==> config.mk <==
export PLATFORM = sky130hd
export DESIGN_NAME = adpl_cfg_regs
export DESIGN_NICKNAME = d
export VERILOG_FILES = /design/src/design/adpl_pkg.sv /design/src/design/adpl_cfg_regs.sv
export SDC_FILE = /design/constraint.sdc
export NUM_CORES = 1
export LEC_CHECK = 0
export BUFFER_PORTS_ARGS = -buffer_cell sky130_fd_sc_hd__clkbuf_2
export CAP_MARGIN = 20
export CORE_ASPECT_RATIO = 0.7
export CORE_MARGIN = 4
export CORE_UTILIZATION = 41
export DETAILED_ROUTE_END_ITERATION = 10
export GPL_TIMING_DRIVEN = 0
export PLACE_DENSITY_LB_ADDON = 0.15
export SLEW_MARGIN = 20
export SYNTH_ARGS = -nofsm -noshare
export SYNTH_HDL_FRONTEND = slang
export SYNTH_SLANG_ARGS = --single-unit
==> constraint.sdc <==
create_clock -name i_clk -period 1.07 [get_ports i_clk]
set_input_delay 0.107 -clock i_clk [delete_from_list [all_inputs] [get_ports i_clk]]
set_output_delay 0.107 -clock i_clk [all_outputs]
set_load 0.05 [all_outputs]
==> src/design/adpl_pkg.sv <==
// Shared types, status codes and constants for the archive directory parser.
// No dependencies; imported by every module of the block.
package adpl_pkg;

    localparam logic [31:0] HDR_BYTES = 32'd32;
    localparam logic [31:0] REC_BYTES = 32'd8;

    localparam logic [1:0] KIND_BYTE    = 2'd0;
    localparam logic [1:0] KIND_QUERY   = 2'd1;
    localparam logic [1:0] KIND_RESTART = 2'd2;

    localparam logic [3:0] ST_ACCEPTED   = 4'd0;
    localparam logic [3:0] ST_READY      = 4'd1;
    localparam logic [3:0] ST_HIT        = 4'd2;
    localparam logic [3:0] ST_MISS       = 4'd3;
    localparam logic [3:0] ST_IGNORED    = 4'd4;
    localparam logic [3:0] ST_E_SHORT    = 4'd5;
    localparam logic [3:0] ST_E_DIR      = 4'd6;
    localparam logic [3:0] ST_E_TBL_PAST = 4'd7;
    localparam logic [3:0] ST_E_TBL_END  = 4'd8;
    localparam logic [3:0] ST_E_DATA     = 4'd9;
    localparam logic [3:0] ST_E_DECR     = 4'd10;
    localparam logic [3:0] ST_E_FIRST    = 4'd11;
    localparam logic [3:0] ST_E_LAST     = 4'd12;
    localparam logic [3:0] ST_E_PARTIAL  = 4'd13;
    localparam logic [3:0] ST_E_INDEX    = 4'd14;
    localparam logic [3:0] ST_E_CAP      = 4'd15;
    localparam logic [3:0] ERR_NONE      = 4'd0;

    localparam logic [2:0] HW_MAGIC   = 3'd2;
    localparam logic [2:0] HW_DIRSIZE = 3'd3;
    localparam logic [2:0] HW_TBLBEG  = 3'd4;
    localparam logic [2:0] HW_ENTRIES = 3'd5;
    localparam logic [2:0] HW_DATABEG = 3'd6;
    localparam logic [2:0] HW_DATASZ  = 3'd7;

    typedef enum logic [2:0] {
        PH_LOAD  = 3'b001,
        PH_READY = 3'b010,
        PH_FAIL  = 3'b100
    } t_phase;

    typedef enum logic [6:0] {
        S_IDLE  = 7'b0000001,
        S_SCAN1 = 7'b0000010,
        S_SCAN2 = 7'b0000100,
        S_RDA   = 7'b0001000,
        S_RDB   = 7'b0010000,
        S_RDC   = 7'b0100000,
        S_FIN   = 7'b1000000
    } t_state;

    // Keep the lower of the held and the new error code.
    function automatic logic [3:0] note_err(input logic [3:0] cur, input logic [3:0] code);
        return (cur == ERR_NONE || code < cur) ? code : cur;
    endfunction

endpackage

==> src/design/adpl_cfg_regs.sv <==
// APB register slice holding the archive size register.
// Depends on adpl_pkg only through the common import convention.
module adpl_cfg_regs
    import adpl_pkg::*;
(
    input  logic        i_clk,
    input  logic        i_rst_n,
    input  logic        psel,
    input  logic        penable,
    input  logic        pwrite,
    input  logic [2:0]  paddr,
    input  logic [31:0] pwdata,
    output logic [31:0] prdata,
    output logic        pready,
    output logic [31:0] o_archive_size
);

    logic [31:0] r_archive_size;

    always_ff @(posedge i_clk) begin
        if (!i_rst_n) begin
            r_archive_size <= '0;
        end else if (psel && penable && pwrite && !paddr[2]) begin
            r_archive_size <= pwdata;
        end
    end

    assign pready         = 1'b1;
    assign prdata         = paddr[2] ? 32'd0 : r_archive_size;
    assign o_archive_size = r_archive_size;

endmodule

==> results_dict.tcl <==
set metrics [dict create \
    status "finished, final reports clean" \
    root_buffer "clkbuf_8" \
    cp-start-kind "register" \
    internal-power_mw 1.83 \
    areaGrowthSynthToFinish_pct 79.2 \
    die_x_microns 81.2 \
    p_sw_mw 0.731 \
    drt_pre_antenna_iters 4 \
    finalSetupTns_ps 0 \
    cp_slowest_cell "dfxtp_2" \
    clk-insertion-delay-late_ps 270 \
    swShare 0.285 \
    rsz0062_at_grt "true" \
    ctsHoldBuffers 0 \
    synth-seq-area-share 0.417 \
    reg2reg_from "o_archive_size[26]" \
    critical_path.top_delay_family "flip-flops" \
    routed_wirelength_microns 4710 \
    synthCells 177 \
    drcViolationCount 0 \
    clock_power_share 0.311 \
    hold-worst-slack_ps 52.4 \
    synth_nets 217 \
    gp_congestion 0.740 \
    seqPwrFrac 0.485 \
    start_util 0.432 \
    drt_iter0_markers 44 \
    crit_arrival_ps 950 \
    io_pins 105 \
    cap_violations 0 \
    r2r_end "o_archive_size[26]" \
    finClkSkew_ps 0 \
    drive_above_1_share 0.633 \
    fin_area_sq_um 2760 \
    path_depth 2 \
    finalPower_mw 2.56 \
    period_share 0.991 \
    htreeDepth 2 \
    path_buf_inv 1 \
    hold_viol 0 \
    critPathCapture "prdata[27]" \
    critPathLaunch "o_archive_size[27]" \
    fin_crit_ps 1060 \
    grtUsageTotal 0.200 \
    met1_length_microns 1870 \
    powerDensity_nw_per_um2 930 \
    syn-cell-area_sq_um 1540 \
    critPathMaxFanout 3 \
    via_count 1559 \
    antenna_found_initial 0 \
    io_buffers 100 \
    cts.clk_slew.worst_paths_ps 60 \
    wl_met2_microns 2400 \
    synth_warnings 0 \
    worstSetupPathType "reg2out" \
    std_cell_rows 18 \
    reg2reg_depth 3 \
    grt_max_degree 11 \
    syn_avg_cell_area_sq_um 8.69 \
    routedWlPerCell_microns 14.1 \
    dpl.hpwl_microns 3220 \
    critical_path_required_ps 960 \
    grt_pass1_vias 1606 \
    grt_pass1_wl_microns 7340 \
    finalNetCount 325 \
    ys_seq_elements 32 \
    top_layer "met4" \
    path_cells "nor2b_4 -> buf_8" \
    routed_via_density 4.68 \
    numClockSinks 32 \
    die_h_microns 59.2 \
    core_area_sq_um 3560 \
    hp-class "in2reg" \
    p_leak_nw 1.17 \
    largest_register_ff_count 32 \
    vdd_ir_drop_max_v 0.000752 \
    cts_inserted_buffers 5 \
    cts_tree "built" \
    setup_violations 0 \
    antenna_cells 0 \
    die_area_sq_um 4810 \
    r2r_setup_slack_ps 370 \
    ys_types 12 \
    drtAntennaViolNets 0 \
    fmax_mhz 943 \
    dpl_cell_area_sq_um 2370 \
    grt_overflow 0 \
    slew_viol_final 0 \
    share_comb_of_total_power 0.204 \
    endpoint_kind "output pin" \
    cts_buffer_depth 2 \
    cp_slowest_stage_delay_ps 360 \
    wl_met3_microns 368 \
]
-- logic make-up (layout without fill, tap and decap cells) --
| logic type | Yosys count | count (layout) | synth area share |
|---|---|---|---|
| DFF | 32 | 32 | 0.417 |
| muxes | 32 | 32 | 0.208 |
| buffers and inverters | 15 | 121 | 0.0765 |
| other | 1 | 1 | 0.00244 |
| and+or+nand+nor | 97 | 97 | 0.296 |
-- routing by layer --
metal | GRT usage | up-vias
li1 | - | 763
met1 | 0.228 | 728
met2 | 0.354 | 62
met3 | 0.0669 | 6
met4 | 0.0627 | 0
met5 | 0 | -
-- per-stage QoR --
step,utilization,cells,worst slack [ps]
detailed placement,0.666,327,-136
floorplan,-,177,102
CTS,0.763,332,0.530
finish,0.774,333,10.0
global route,0.774,333,-28.0
global placement,0.666,327,-130
-- power groups by stage --
stage / Sequential (mW) / Clock, mW / Combinational, mW
CTS: 1.24 / 0.827 / 0.512
detailed placement: 1.27 / 0 / 0.484
floorplan: 1.36 / 0 / 0.255
global route: 1.25 / 0.886 / 0.554
finish: 1.24 / 0.798 / 0.522
global placement: 1.27 / 0 / 0.479
-- Yosys cell counts, drive strengths merged --
cell type / number / share of area
and2b: 2 / 0.011
and4b: 1 / 0.0065
buf: 6 / 0.055
clkbuf: 9 / 0.022
conb: 1 / 0.0024
dfxtp: 32 / 0.42
mux2i: 32 / 0.21
nand2: 64 / 0.16
nor2b: 30 / 0.12
-- layout make-up --
class	count	area, sq um
clock buffers	5	68.8
well taps	50	62.6
repair buffers	101	810
multi-input cells	130	1000
fillers	275	803
plain buffers	15	129
flip-flops and latches	32	681
-- worst min path at each step --
stage,start,end,slack [ps],cells after the start
finish,pwdata[28],o_archive_size[28],50,3
detailed placement,pwdata[4],o_archive_size[4],330,3
floorplan,pwdata[29],o_archive_size[29],240,2
global route,pwdata[27],o_archive_size[27],50,3
global placement,pwdata[5],o_archive_size[5],330,3
CTS,pwdata[4],o_archive_size[4],40,3
-- timing repair --
item / 4_1_cts / 5_1_grt
gates resized for setup: 65 / 25
setup buffers: 0 / 1
endpoints found under the setup margin: 32 / 23
gates cloned: 0 / 0
-- worst reg2reg max path, delay by kind of cell, from the launching register on --
kind,cells,cell delay [ps]
flops,1,340
buf+inv,1,100
simple gates,1,40
mux,1,140
-- cell usage in the layout, fill, tap and decap left out --
cell,n
clkbuf_2,68
nand2_1,64
mux2i_1,32
dfxtp_2,32
nor2b_4,30
buf_8,21
clkbuf_8,14
clkbuf_1,6
clkbuf_4,3
buf_6,3
buf_12,3
and2b_2,2
buf_4,2
buf_2,1
and4b_1,1
conb_1,1
Note: power is estimated with default switching activity, not from simulation.
